$ cat config.mk
export PLATFORM = sky130hd
export DESIGN_NAME = minimum_spanning_tree_kruskal
export DESIGN_NICKNAME = d
export VERILOG_FILES = /design/src/mstk_pkg.sv /design/src/minimum_spanning_tree_kruskal.sv
export SDC_FILE = /design/constraint.sdc
export NUM_CORES = 2
export LEC_CHECK = 0
export BUFFER_PORTS_ARGS = -buffer_cell sky130_fd_sc_hd__buf_4
export CORE_ASPECT_RATIO = 1.5
export CORE_MARGIN = 4
export CORE_UTILIZATION = 50
export CTS_BUF_LIST = sky130_fd_sc_hd__clkbuf_8
export CTS_CLUSTER_SIZE = 8
export DETAILED_ROUTE_END_ITERATION = 12
export PLACE_DENSITY = 0.68
export SLEW_MARGIN = 20
export SYNTH_ARGS = -nofsm -noshare
export SYNTH_HDL_FRONTEND = slang
export SYNTH_SLANG_ARGS = --single-unit
$ cat constraint.sdc
create_clock -name clk -period 6.1 [get_ports clk]
set_input_delay 0.305 -clock clk [delete_from_list [all_inputs] [get_ports clk]]
set_output_delay 0.305 -clock clk [all_outputs]
set_load 0.05 [all_outputs]
$ cat src/mstk_pkg.sv
`timescale 1ns / 1ps
// ----------------------------------------------------------------------------
// mstk_pkg
// Types and constants shared by the minimum spanning tree block.
// ----------------------------------------------------------------------------
package mstk_pkg;

	localparam int MaxNodes = 32;
	localparam int MaxEdges = 64;
	localparam int NodeW    = $clog2(MaxNodes);
	localparam int EdgeW    = $clog2(MaxEdges);
	localparam int CntW     = EdgeW + 1;
	localparam int KeyW     = 36;
	localparam int RankW    = 3;

	localparam logic [1:0] LinkWired    = 2'd0;
	localparam logic [1:0] LinkWireless = 2'd1;

	typedef enum logic [3:0] {
		S_LOAD,
		S_INIT,
		S_NEXT,
		S_SCAN,
		S_SLAST,
		S_PICK,
		S_FCHK,
		S_FGP,
		S_JOIN,
		S_JOIN2,
		S_ERD,
		S_EWR
	} mst_state_t;

	typedef struct packed {
		logic [KeyW-1:0]  key;
		logic [NodeW-1:0] dst;
		logic [NodeW-1:0] src;
	} edge_entry_t;

	typedef struct packed {
		logic [RankW-1:0] rank;
		logic [NodeW-1:0] parent;
	} uf_entry_t;

endpackage

$ cat src/minimum_spanning_tree_kruskal.sv
`timescale 1ns / 1ps
// ----------------------------------------------------------------------------
// minimum_spanning_tree_kruskal
// Kruskal spanning tree over up to 64 weighted edges with union-find.
// ----------------------------------------------------------------------------
// Edges arrive on the s_ stream, one beat per cycle while the block is
// loading; s_tlast marks the final edge of a set and starts the run. Edges
// with a bad endpoint or beyond 64 stored are dropped and flagged.
// The run initialises the 32-entry union-find RAM, then for each tree
// position scans the edge RAM for the next key in (key, index) order and
// walks both roots through the union-find RAM before joining. It stops at
// min(node_count, 32)-1 tree edges or when all edges are used.
// Results leave on the m_ stream in load order, one per stored edge, at most
// one beat in flight (flag RAM read then output register); m_tlast
// marks the final one. While m_tready is low the output register holds and
// the block waits. s_tready is high only while loading. A set with no stored
// edge yields no result. Reset returns to loading with an empty store and
// node_count 32; no memory clearing pass is needed.
// ----------------------------------------------------------------------------
module minimum_spanning_tree_kruskal
	import mstk_pkg::*;
(
	input  logic        clk,
	input  logic        arst_n,
	input  logic        psel,
	input  logic        penable,
	input  logic        pwrite,
	input  logic [2:0]  paddr,
	input  logic [31:0] pwdata,
	output logic [31:0] prdata,
	output logic        pready,
	input  logic        s_tvalid,
	output logic        s_tready,
	input  logic [47:0] s_tdata,  // src_node, dst_node, weight, zero fill
	input  logic [1:0]  s_tuser,  // link_type
	input  logic        s_tlast,
	output logic        m_tvalid,
	input  logic        m_tready,
	output logic [15:0] m_tdata,  // edge_index, in_tree, tree_edges, dropped, zero fill
	output logic        m_tlast
);

	mst_state_t state_q, state_d;

	logic [5:0]       node_count_q;
	logic [CntW-1:0]  cnt_q, cnt_next;
	logic             drop_q, drop_next;
	logic [NodeW-1:0] limit_q, chosen_q;
	logic [CntW-1:0]  pos_q;
	logic [EdgeW-1:0] j_q, j_s1, k_q;
	logic             scan_v_s1;
	logic             best_v_q, prev_v_q;
	edge_entry_t      best_q;
	logic [EdgeW-1:0] best_idx_q;
	logic [KeyW+EdgeW-1:0] prev_q, cand, best_key;
	logic [NodeW-1:0] x_q, ra_q, rb_q;
	logic [RankW-1:0] rkx_q, rka_q, rkb_q;
	logic             side_q;
	logic             out_valid_q, out_tree_q, out_last_q, out_drop_q;
	logic [EdgeW-1:0] out_idx_q;
	logic [NodeW-1:0] out_cnt_q;

	edge_entry_t      edge_mem [MaxEdges];
	logic             flag_mem [MaxEdges];
	uf_entry_t        uf_mem   [MaxNodes];

	logic             edge_we, flag_we, flag_wd, uf_we;
	logic [EdgeW-1:0] edge_wa, edge_ra, flag_wa, flag_ra;
	edge_entry_t      edge_wd, edge_rd_q;
	logic             flag_rd_q;
	logic [NodeW-1:0] uf_wa, uf_ra;
	uf_entry_t        uf_wd, uf_rd_q;

	logic [NodeW-1:0] in_src, in_dst;
	logic [31:0]      in_w;
	logic [KeyW-1:0]  in_key;
	logic [5:0]       nodes_eff;
	logic             in_acc, keep, cfg_wr;

	assign in_src = s_tdata[NodeW-1:0];
	assign in_dst = s_tdata[2*NodeW-1:NodeW];
	assign in_w   = s_tdata[2*NodeW+31:2*NodeW];

	always_comb begin
		case (s_tuser)
			LinkWired:    in_key = {4'd0, in_w};
			LinkWireless: in_key = {2'd0, in_w, 2'd0} + {4'd0, in_w};
			default:      in_key = {1'b0, in_w, 3'd0} + {3'd0, in_w, 1'b0};
		endcase
	end

	assign nodes_eff = (node_count_q > 6'(MaxNodes)) ? 6'(MaxNodes) : node_count_q;
	assign s_tready  = (state_q == S_LOAD);
	assign in_acc    = s_tvalid && s_tready;
	assign keep      = ({1'b0, in_src} < nodes_eff) && ({1'b0, in_dst} < nodes_eff)
		&& !cnt_q[CntW-1];
	assign cnt_next  = (in_acc && keep) ? cnt_q + CntW'(1) : cnt_q;
	assign drop_next = drop_q || (in_acc && !keep);

	assign cand     = {edge_rd_q.key, j_s1};
	assign best_key = {best_q.key, best_idx_q};

	assign cfg_wr = psel && penable && pwrite && pready;
	assign pready = 1'b1;
	assign prdata = paddr[2] ? 32'd0 : {26'd0, node_count_q};

	assign m_tvalid = out_valid_q;
	assign m_tlast  = out_last_q;
	assign m_tdata  = {3'd0, out_drop_q, out_cnt_q, out_tree_q, out_idx_q};

	// memories
	always_ff @(posedge clk) begin
		if (edge_we)
			edge_mem[edge_wa] <= edge_wd;
		edge_rd_q <= edge_mem[edge_ra];
	end

	always_ff @(posedge clk) begin
		if (flag_we)
			flag_mem[flag_wa] <= flag_wd;
		flag_rd_q <= flag_mem[flag_ra];
	end

	always_ff @(posedge clk) begin
		if (uf_we)
			uf_mem[uf_wa] <= uf_wd;
		uf_rd_q <= uf_mem[uf_ra];
	end

	always_ff @(posedge clk or negedge arst_n) begin
		if (!arst_n)
			state_q <= S_LOAD;
		else
			state_q <= state_d;
	end

	always_comb begin
		state_d = state_q;
		edge_we = 1'b0;
		edge_wa = cnt_q[EdgeW-1:0];
		edge_wd = '{key: in_key, dst: in_dst, src: in_src};
		edge_ra = j_q;
		flag_we = 1'b0;
		flag_wa = cnt_q[EdgeW-1:0];
		flag_wd = 1'b0;
		flag_ra = k_q;
		uf_we   = 1'b0;
		uf_wa   = x_q;
		uf_wd   = '{rank: '0, parent: j_q[NodeW-1:0]};
		uf_ra   = x_q;
		unique case (state_q)
			S_LOAD: begin
				edge_we = in_acc && keep;
				flag_we = in_acc && keep;
				if (in_acc && s_tlast && (cnt_next != '0))
					state_d = S_INIT;
			end
			S_INIT: begin
				uf_we = 1'b1;
				uf_wa = j_q[NodeW-1:0];
				if (j_q[NodeW-1:0] == NodeW'(MaxNodes - 1))
					state_d = S_NEXT;
			end
			S_NEXT: begin
				if ((pos_q == cnt_q) || (chosen_q >= limit_q))
					state_d = S_ERD;
				else
					state_d = S_SCAN;
			end
			S_SCAN: begin
				if ({1'b0, j_q} == cnt_q - CntW'(1))
					state_d = S_SLAST;
			end
			S_SLAST: state_d = S_PICK;
			S_PICK: begin
				uf_ra   = best_q.src;
				state_d = S_FCHK;
			end
			S_FCHK: begin
				if (uf_rd_q.parent == x_q) begin
					if (!side_q)
						uf_ra = best_q.dst;
					else
						state_d = S_JOIN;
				end else begin
					uf_ra   = uf_rd_q.parent;
					state_d = S_FGP;
				end
			end
			S_FGP: begin
				// path halving: point x at its grandparent
				uf_we   = 1'b1;
				uf_wa   = x_q;
				uf_wd   = '{rank: rkx_q, parent: uf_rd_q.parent};
				uf_ra   = uf_rd_q.parent;
				state_d = S_FCHK;
			end
			S_JOIN: begin
				state_d = S_NEXT;
				if (ra_q != rb_q) begin
					flag_we = 1'b1;
					flag_wa = best_idx_q;
					flag_wd = 1'b1;
					uf_we   = 1'b1;
					if (rka_q < rkb_q) begin
						uf_wa = ra_q;
						uf_wd = '{rank: rka_q, parent: rb_q};
					end else begin
						uf_wa = rb_q;
						uf_wd = '{rank: rkb_q, parent: ra_q};
						if (rka_q == rkb_q)
							state_d = S_JOIN2;
					end
				end
			end
			S_JOIN2: begin
				uf_we   = 1'b1;
				uf_wa   = ra_q;
				uf_wd   = '{rank: rka_q + RankW'(1), parent: ra_q};
				state_d = S_NEXT;
			end
			S_ERD: begin
				if (!out_valid_q || m_tready)
					state_d = S_EWR;
			end
			S_EWR: begin
				if ({1'b0, k_q} == cnt_q - CntW'(1))
					state_d = S_LOAD;
				else
					state_d = S_ERD;
			end
			default: state_d = S_LOAD;
		endcase
	end

	always_ff @(posedge clk or negedge arst_n) begin
		if (!arst_n) begin
			node_count_q <= 6'(MaxNodes);
			cnt_q        <= '0;
			drop_q       <= 1'b0;
			limit_q      <= '0;
			chosen_q     <= '0;
			pos_q        <= '0;
			j_q          <= '0;
			k_q          <= '0;
			scan_v_s1    <= 1'b0;
			best_v_q     <= 1'b0;
			prev_v_q     <= 1'b0;
			side_q       <= 1'b0;
			out_valid_q  <= 1'b0;
		end else begin
			if (cfg_wr && !paddr[2])
				node_count_q <= pwdata[5:0];
			scan_v_s1 <= (state_q == S_SCAN);
			if (scan_v_s1 && (!prev_v_q || cand > prev_q) && (!best_v_q || cand < best_key))
				best_v_q <= 1'b1;
			if (state_q == S_EWR)
				out_valid_q <= 1'b1;
			else if (m_tready)
				out_valid_q <= 1'b0;
			case (state_q)
				S_LOAD: begin
					cnt_q  <= cnt_next;
					drop_q <= (in_acc && s_tlast && (cnt_next == '0)) ? 1'b0 : drop_next;
					j_q    <= '0;
				end
				S_INIT: begin
					j_q      <= j_q + EdgeW'(1);
					chosen_q <= '0;
					pos_q    <= '0;
					k_q      <= '0;
					prev_v_q <= 1'b0;
					limit_q  <= (nodes_eff == '0) ? '0 : NodeW'(nodes_eff - 6'd1);
				end
				S_NEXT: begin
					j_q      <= '0;
					best_v_q <= 1'b0;
				end
				S_SCAN: j_q <= j_q + EdgeW'(1);
				S_PICK: begin
					x_q      <= best_q.src;
					side_q   <= 1'b0;
					prev_q   <= best_key;
					prev_v_q <= 1'b1;
				end
				S_FCHK: begin
					if (uf_rd_q.parent == x_q) begin
						if (!side_q) begin
							ra_q   <= x_q;
							rka_q  <= uf_rd_q.rank;
							side_q <= 1'b1;
							x_q    <= best_q.dst;
						end else begin
							rb_q  <= x_q;
							rkb_q <= uf_rd_q.rank;
						end
					end else begin
						rkx_q <= uf_rd_q.rank;
					end
				end
				S_FGP: x_q <= uf_rd_q.parent;
				S_JOIN: begin
					pos_q <= pos_q + CntW'(1);
					if (ra_q != rb_q)
						chosen_q <= chosen_q + NodeW'(1);
				end
				S_EWR: begin
					if ({1'b0, k_q} == cnt_q - CntW'(1)) begin
						k_q    <= '0;
						cnt_q  <= '0;
						drop_q <= 1'b0;
					end else begin
						k_q <= k_q + EdgeW'(1);
					end
				end
				default: ;
			endcase
		end
	end

	// payload registers
	always_ff @(posedge clk) begin
		if (scan_v_s1 && (!prev_v_q || cand > prev_q) && (!best_v_q || cand < best_key)) begin
			best_q     <= edge_rd_q;
			best_idx_q <= j_s1;
		end
		j_s1 <= j_q;
		if (state_q == S_EWR) begin
			out_idx_q  <= k_q;
			out_tree_q <= flag_rd_q;
			out_cnt_q  <= chosen_q;
			out_drop_q <= drop_q;
			out_last_q <= ({1'b0, k_q} == cnt_q - CntW'(1));
		end
	end

	a_join_below_limit: assert property (@(posedge clk) disable iff (!arst_n)
		(state_q == S_JOIN) |-> (chosen_q < limit_q))
		else $error("join entered with tree already complete");

	a_emit_slot_free: assert property (@(posedge clk) disable iff (!arst_n)
		(state_q == S_EWR) |-> !out_valid_q)
		else $error("result overwrites pending beat");

	a_halving_nonroot: assert property (@(posedge clk) disable iff (!arst_n)
		(state_q == S_FGP) |-> (uf_rd_q.parent != x_q))
		else $error("path halving loops back to start node");

endmodule
-- Word-level counts from Yosys, hierarchy flattened
Memory sizes are Yosys's and may differ from the RTL's. A register that Yosys moved wholly into a read port is not among the register bits.
Index checks and enable logic that the tools add are counted.
- equal/unequal tests: 27
- bitwise logic cells: 2
- reductions and logical operators: 51
- magnitude comparators: 7
- add/subtract/negate cells: 10
- multiplexer cells: 59
- operators with widths (kind ; count):
    case mux 36 bit (2 select lines) ; 1
    case mux 5 bit (3 select lines) ; 3
    2-to-1 mux 4 bit ; 11
    case mux 4 bit (11 select lines) ; 1
    > comparator 42 bit ; 1
    < comparator 42 bit ; 1
    adder 35 x 33 -> 36 bit ; 1
    adder 34 x 32 -> 35 bit ; 1
    2-to-1 mux 5 bit ; 7
    2-to-1 mux 6 bit ; 5
    case mux 7 bit (2 select lines) ; 2
    case mux 6 bit (2 select lines) ; 2
    case mux 8 bit (3 select lines) ; 1
    equality test 4 x 3 -> 1 bit (second input constant) ; 4
    equality test 4 bit (second input constant) ; 4
    2-to-1 mux 1 bit ; 16
    2-to-1 mux 8 bit ; 2
    nonzero test 2 bit ; 8
    adder 7 x 1 -> 7 bit (second input constant) ; 2
    equality test 6 x 7 -> 1 bit ; 2
    2-to-1 mux 7 bit ; 2
    logical AND 1 bit ; 13
    adder 6 x 1 -> 6 bit (second input constant) ; 2
    < comparator 5 x 6 -> 1 bit ; 2
    other kinds (35) ; 62
- bits in registers: 190
- memory bits (writable): 3264
- input bits: 93
- memories kept: 3
- output and inout port bits: 52
- memory list (name ; depth ; width ; rd ports ; clocked after memory_dff ; write ports ; line ; text):
    edge_mem ; 64 ; 46 ; 1 ; 1 ; 1 ; minimum_spanning_tree_kruskal.sv:63 ; edge_entry_t edge_mem [MaxEdges];
    uf_mem ; 32 ; 8 ; 1 ; 1 ; 1 ; minimum_spanning_tree_kruskal.sv:65 ; uf_entry_t uf_mem [MaxNodes];
    flag_mem ; 64 ; 1 ; 1 ; 1 ; 1 ; minimum_spanning_tree_kruskal.sv:64 ; logic flag_mem [MaxEdges];

-- Longest topological paths before layout
- depth after elaboration: 11
- mapped depth: 13

-- Worst setup path before layout
No wires, ideal clock.
- kind: flip-flop to flip-flop
- start: reg best_q, in the netlist best_key[11]
- end: reg best_idx_q[0], enable pin
- data arrival time: 5542 ps
- library setup time: 526 ps
- clock period less this slack: 6068 ps
- cell stages (with the launch flop): 12
- setup slack: 32 ps
- path through: edfxtp_1 -> inv_1 -> ha_1 -> a21o_1 -> a21o_1 -> a21oi_1 -> o211ai_1 -> a2111oi_0 -> a21oi_1 -> o31ai_1 -> a21oi_1 -> nor3_1
- word-level cells in the longest chain between the ends: 3
- RTL lines (item ; line ; text):
    from (decl) ; minimum_spanning_tree_kruskal.sv:53 ; edge_entry_t best_q;
    from (signal assigned) ; minimum_spanning_tree_kruskal.sv:324 ; best_q <= edge_rd_q;
    < comparator 42 bit ; minimum_spanning_tree_kruskal.sv:323 ; if (scan_v_s1 && (!prev_v_q || cand > prev_q) && (!best_v_q || cand < best_key)) begin
    logical OR 1 bit ; minimum_spanning_tree_kruskal.sv:323 ;
    logical AND 1 bit ; minimum_spanning_tree_kruskal.sv:323 ;
    to (signal assigned) ; minimum_spanning_tree_kruskal.sv:325 ; best_idx_q <= j_s1;
    to (decl) ; minimum_spanning_tree_kruskal.sv:54 ; logic [EdgeW-1:0] best_idx_q;
No other way between the ends.
A chain may end at the register's enable or synchronous reset.

-- Final worst setup path
- start: reg node_count_q[5]
- end: mem edge_mem[32][34] in the netlist's numbering, enable pin
- word-level cells in the longest chain between the ends: 9
- RTL lines (item ; line ; text):
    from (decl) ; minimum_spanning_tree_kruskal.sv:45 ; logic [5:0] node_count_q;
    from (signal assigned) ; minimum_spanning_tree_kruskal.sv:238 ; node_count_q <= 6'(MaxNodes);
    from (signal assigned) ; minimum_spanning_tree_kruskal.sv:253 ; node_count_q <= pwdata[5:0];
    > comparator 6 bit ; minimum_spanning_tree_kruskal.sv:92 ; assign nodes_eff = (node_count_q > 6'(MaxNodes)) ? 6'(MaxNodes) : node_count_q;
    2-to-1 mux 6 bit (*) ; minimum_spanning_tree_kruskal.sv:92 ;
    < comparator 5 x 6 -> 1 bit ; minimum_spanning_tree_kruskal.sv:95 ; assign keep = ({1'b0, in_src} < nodes_eff) && ({1'b0, in_dst} < nodes_eff)
    logical AND 1 bit (*) ; minimum_spanning_tree_kruskal.sv:95 ;
    logical AND 1 bit (*) ; minimum_spanning_tree_kruskal.sv:96 ; && !cnt_q[CntW-1];
    logical AND 1 bit (*) ; minimum_spanning_tree_kruskal.sv:153 ; edge_we = in_acc && keep;
    2-to-1 mux 1 bit (*) ; minimum_spanning_tree_kruskal.sv:151 ; unique case (state_q)
    2-to-1 mux 1 bit (*) ; minimum_spanning_tree_kruskal.sv:113 ; if (edge_we)
    2-to-1 mux 1 bit (not written as such) (*) ; minimum_spanning_tree_kruskal.sv:114 ; edge_mem[edge_wa] <= edge_wd;
    to (decl) ; minimum_spanning_tree_kruskal.sv:63 ;
Every way passes the cells marked *; elsewhere a longest branch is shown, timed or not.

==> flow_summary.ini <==
[setup_path]
ff2ff_setup_slack_ps = 1530
end_kind = flip-flop
r2r-end = edge_mem[32][34]$_DFFE_PP_
path_buf_inv = 1
cp_top_family = simple AND/OR/NAND/NOR gates
worstPathRequired_ps = 6760
worstSetupPathType = reg -> reg
cp-startpoint = node_count_q[5]$_DFFE_PN1P_
r2r_cells = 11
crit_slowest_cell = nor2_4
worst-endpoint-arrival_ps = 5230
startpoint_type = flip-flop
crit_chain = nand2b_1 -> ha_1 -> o21a_1 -> o21ai_0 -> a21o_1 -> a31oi_1 -> nor3_4 -> nand2_1 -> or3_1 -> nor2_4 -> buf_12
reg2reg_from = node_count_q[5]$_DFFE_PN1P_
crit_path_max_incr_delay_ps = 810
crit_path_max_fanout = 17

[grt]
grt.overflow.total = 0
grt_pass1_wl_mm = 498
antenna_found_initial = 13
grt_pass1_vias = 70998
grt_usage_pct = 24.2
grt_max_degree = 101

[sta]
worst_pin_slew_ps = 1110
clock_skew_ps = 69.6
setup_tns_ps = 0
maxSlewViolCount = 0
max_freq_ghz = 0.219
maxSlewHeadroom_pct = 26.1
rsz0062_at_grt = no
period_needed_ps = 4570
setup_violations = 0
post-route-period-util_pct = 74.8
hold_viol = 0

[synth]
ys.flop_type = edfxtp_1
yosysTopAreaCellShare_pct = 73.5
ys_types = 93
yosys_warnings = 0
synth_area_leader_cell = edfxtp_1
yosysMostFrequentCell = edfxtp_1
ys_top_cells_by_area = edfxtp_1 73%, mux4_2 16%, ha_1 1.3%
synth_commonest_cells = 3396 x edfxtp_1, 987 x mux4_2, 236 x nor2_1
async_flop_share_pct = 1.48
synth_edf_count = 3396
synthCells = 6432
synth-seq-cells = 3509
synth.cell_area_um2 = 139000
syn_avg_cell_area_um2 = 21.6
ys_seq_area_share_pct = 75.3

[routing]
wl_met3_mm = 28.5
wl_met2_mm = 179
wl_per_cell_um = 31.4
drc = 0
drt-vias-per-instance = 6.21
ant_nets = 0
highest_layer = met5
vias = 68132
wirelength_mm = 344
m1WireLength_mm = 124
drt_iter0_drc = 7852
first_pass_iters = 6

[cts]
cts_max_path_buffers = 4
path_clk_slew_ps = 70
ctsResizeCount = 0
cts_setup_buffers = 0
clock-sinks = 3509
ctsHoldBuffers = 34
htreeDepth = 6
root_buffer = clkbuf_8
cts_tree = yes
worstSkewPairLatency_ps = 1030
cts_made_buffers = 533

[cells_and_area]
drive_above_1_share_pct = 28.4
area_growth_pct = 11.9
fin_nets = 7250
final_area_um2 = 155000
fill_cells = 20340

[floorplan]
start_util_pct = 50.3
core_area_um2 = 276000
io_pins = 145
die_w_um = 438
core.rowCount = 236
die_area_um2 = 286000
die_h_um = 653

[pwr]
power_uw = 58100
p_leak_uw = 0.0489
power_density_nw_per_um2 = 374
peakVddDrop_mv = 0.229

[worst_hold_path]
hp-class = in -> reg
min_path_cells = 3
min-delay-start = s_tdata[41]
min_to = edge_mem[21][45]$_DFFE_PP_

[flow_run]
drv_cap = 0

[place]
place_congestion = 0.842
numPortBuffers = 80
detailed_place_hpwl_mm = 198
place_area_um2 = 146000

[status]
status = finished clean
-- state kept, by name, indices dropped and copies added (netlist names), 7 cells and up --
name and count:
edge_mem 2944, cnt_q 7, cand 36, pos_q 7
uf_mem 256, edge_rd_q 10, prev_q 42, best_key 36
flag_mem 64, uf_rd_q 8, best_q 10
-- final cells by class --
cell class | instances | area [µm²] | share of cell area (%)
Inverter | 115 | 432 | 0.278
Tap cell | 3689 | 4620 | 2.97
Timing Repair Buffer | 362 | 3740 | 2.41
Antenna cell | 4 | 10.0 | 0.00645
Multi-Input combinational cell | 2495 | 33200 | 21.4
Clock buffer | 557 | 7670 | 4.94
Sequential cell | 3509 | 105000 | 67.3
Clock inverter | 238 | 1120 | 0.721
-- power by group --
group | total (µW) | internal (µW) | leakage [µW] | switching [µW]
combinational | 12600 | 5680 | 0.0121 | 6900
clock | 16900 | 8380 | 0.00513 | 8570
sequential | 28600 | 27800 | 0.0317 | 726
total | 58100 | 41900 | 0.0489 | 16200
-- through the flow --
stage / hold slack, ps / utilization [%] / std cells / setup WS (ps)
5_1_grt: 21.6 / 56.3 / 10966 / 1300
3_3_place_gp: 397 / 52.9 / 10132 / 1580
4_1_cts: 23.9 / 56.3 / 10962 / 1580
3_5_place_dp: 391 / 53.0 / 10133 / 1390
2_1_floorplan: 9.41 / - / 6460 / 31.5
6_report: 14.3 / 56.3 / 10969 / 1530
-- worst min-delay path: cells and delay by family --
family                 cells  cell delay [ps]
buffers and inverters      1              140
AND/OR/NAND/NOR            2              350
-- worst max-delay path by stage --
stage | cells past startpoint | endpoint | slack, ps
floorplan | 11 | best_idx_q[0]$_DFFE_PP_ | 30
global placement | 12 | edge_mem[14][41]$_DFFE_PP_ | 1580
detailed placement | 12 | edge_mem[13][41]$_DFFE_PP_ | 1390
CTS | 11 | edge_mem[32][42]$_DFFE_PP_ | 1580
global route | 11 | edge_mem[32][42]$_DFFE_PP_ | 1300
finish | 11 | edge_mem[32][34]$_DFFE_PP_ | 1530
-- kinds of logic after synthesis --
family / count (synthesis) / synth area share [%]
DFF: 3509 / 75.3
muxes: 1104 / 17.0
and+or+nand+nor: 669 / 2.30
AOI/OAI and AO/OA: 481 / 2.20
buffers and inverters: 456 / 1.50
adders and majority gates: 141 / 1.28
xor gates and xnor gates: 70 / 0.452
other: 2 / 0.00541
-- per-layer routing --
layer  vias up  track usage (%)
met4         2             8.54
li1      27932                -
met5         -                0
met1     36432             30.8
met3       710             4.67
met2      3056             41.7
-- placed cells by master, fill, tap and decap left out, drive strengths merged, types with 5 or more instances in the layout --
master and count:
o31ai 11, buf 328, a222oi 5, dfrtp 51, xnor2 43, dlygate4sd3 34
nor4 13, nor3 23, a21o 31, nor2 236, ha 140, clkinvlp 19
a22o 5, edfxtp 3396, mux4 993, clkinv 22, conb 30, inv 311
o22ai 40, mux2 12, dfxtp 61, a31oi 11, o211ai 10, nand2 175
xor2 26, or3 8, o21ai 105, a22oi 12, nand2b 19, a211oi 63
nor2b 83, or2 5, mux2i 99, nand4 23, a21oi 137, nand3 47
clkbuf 557, and3 15, o21a 7
Note: power is estimated with default switching activity, not from simulation.
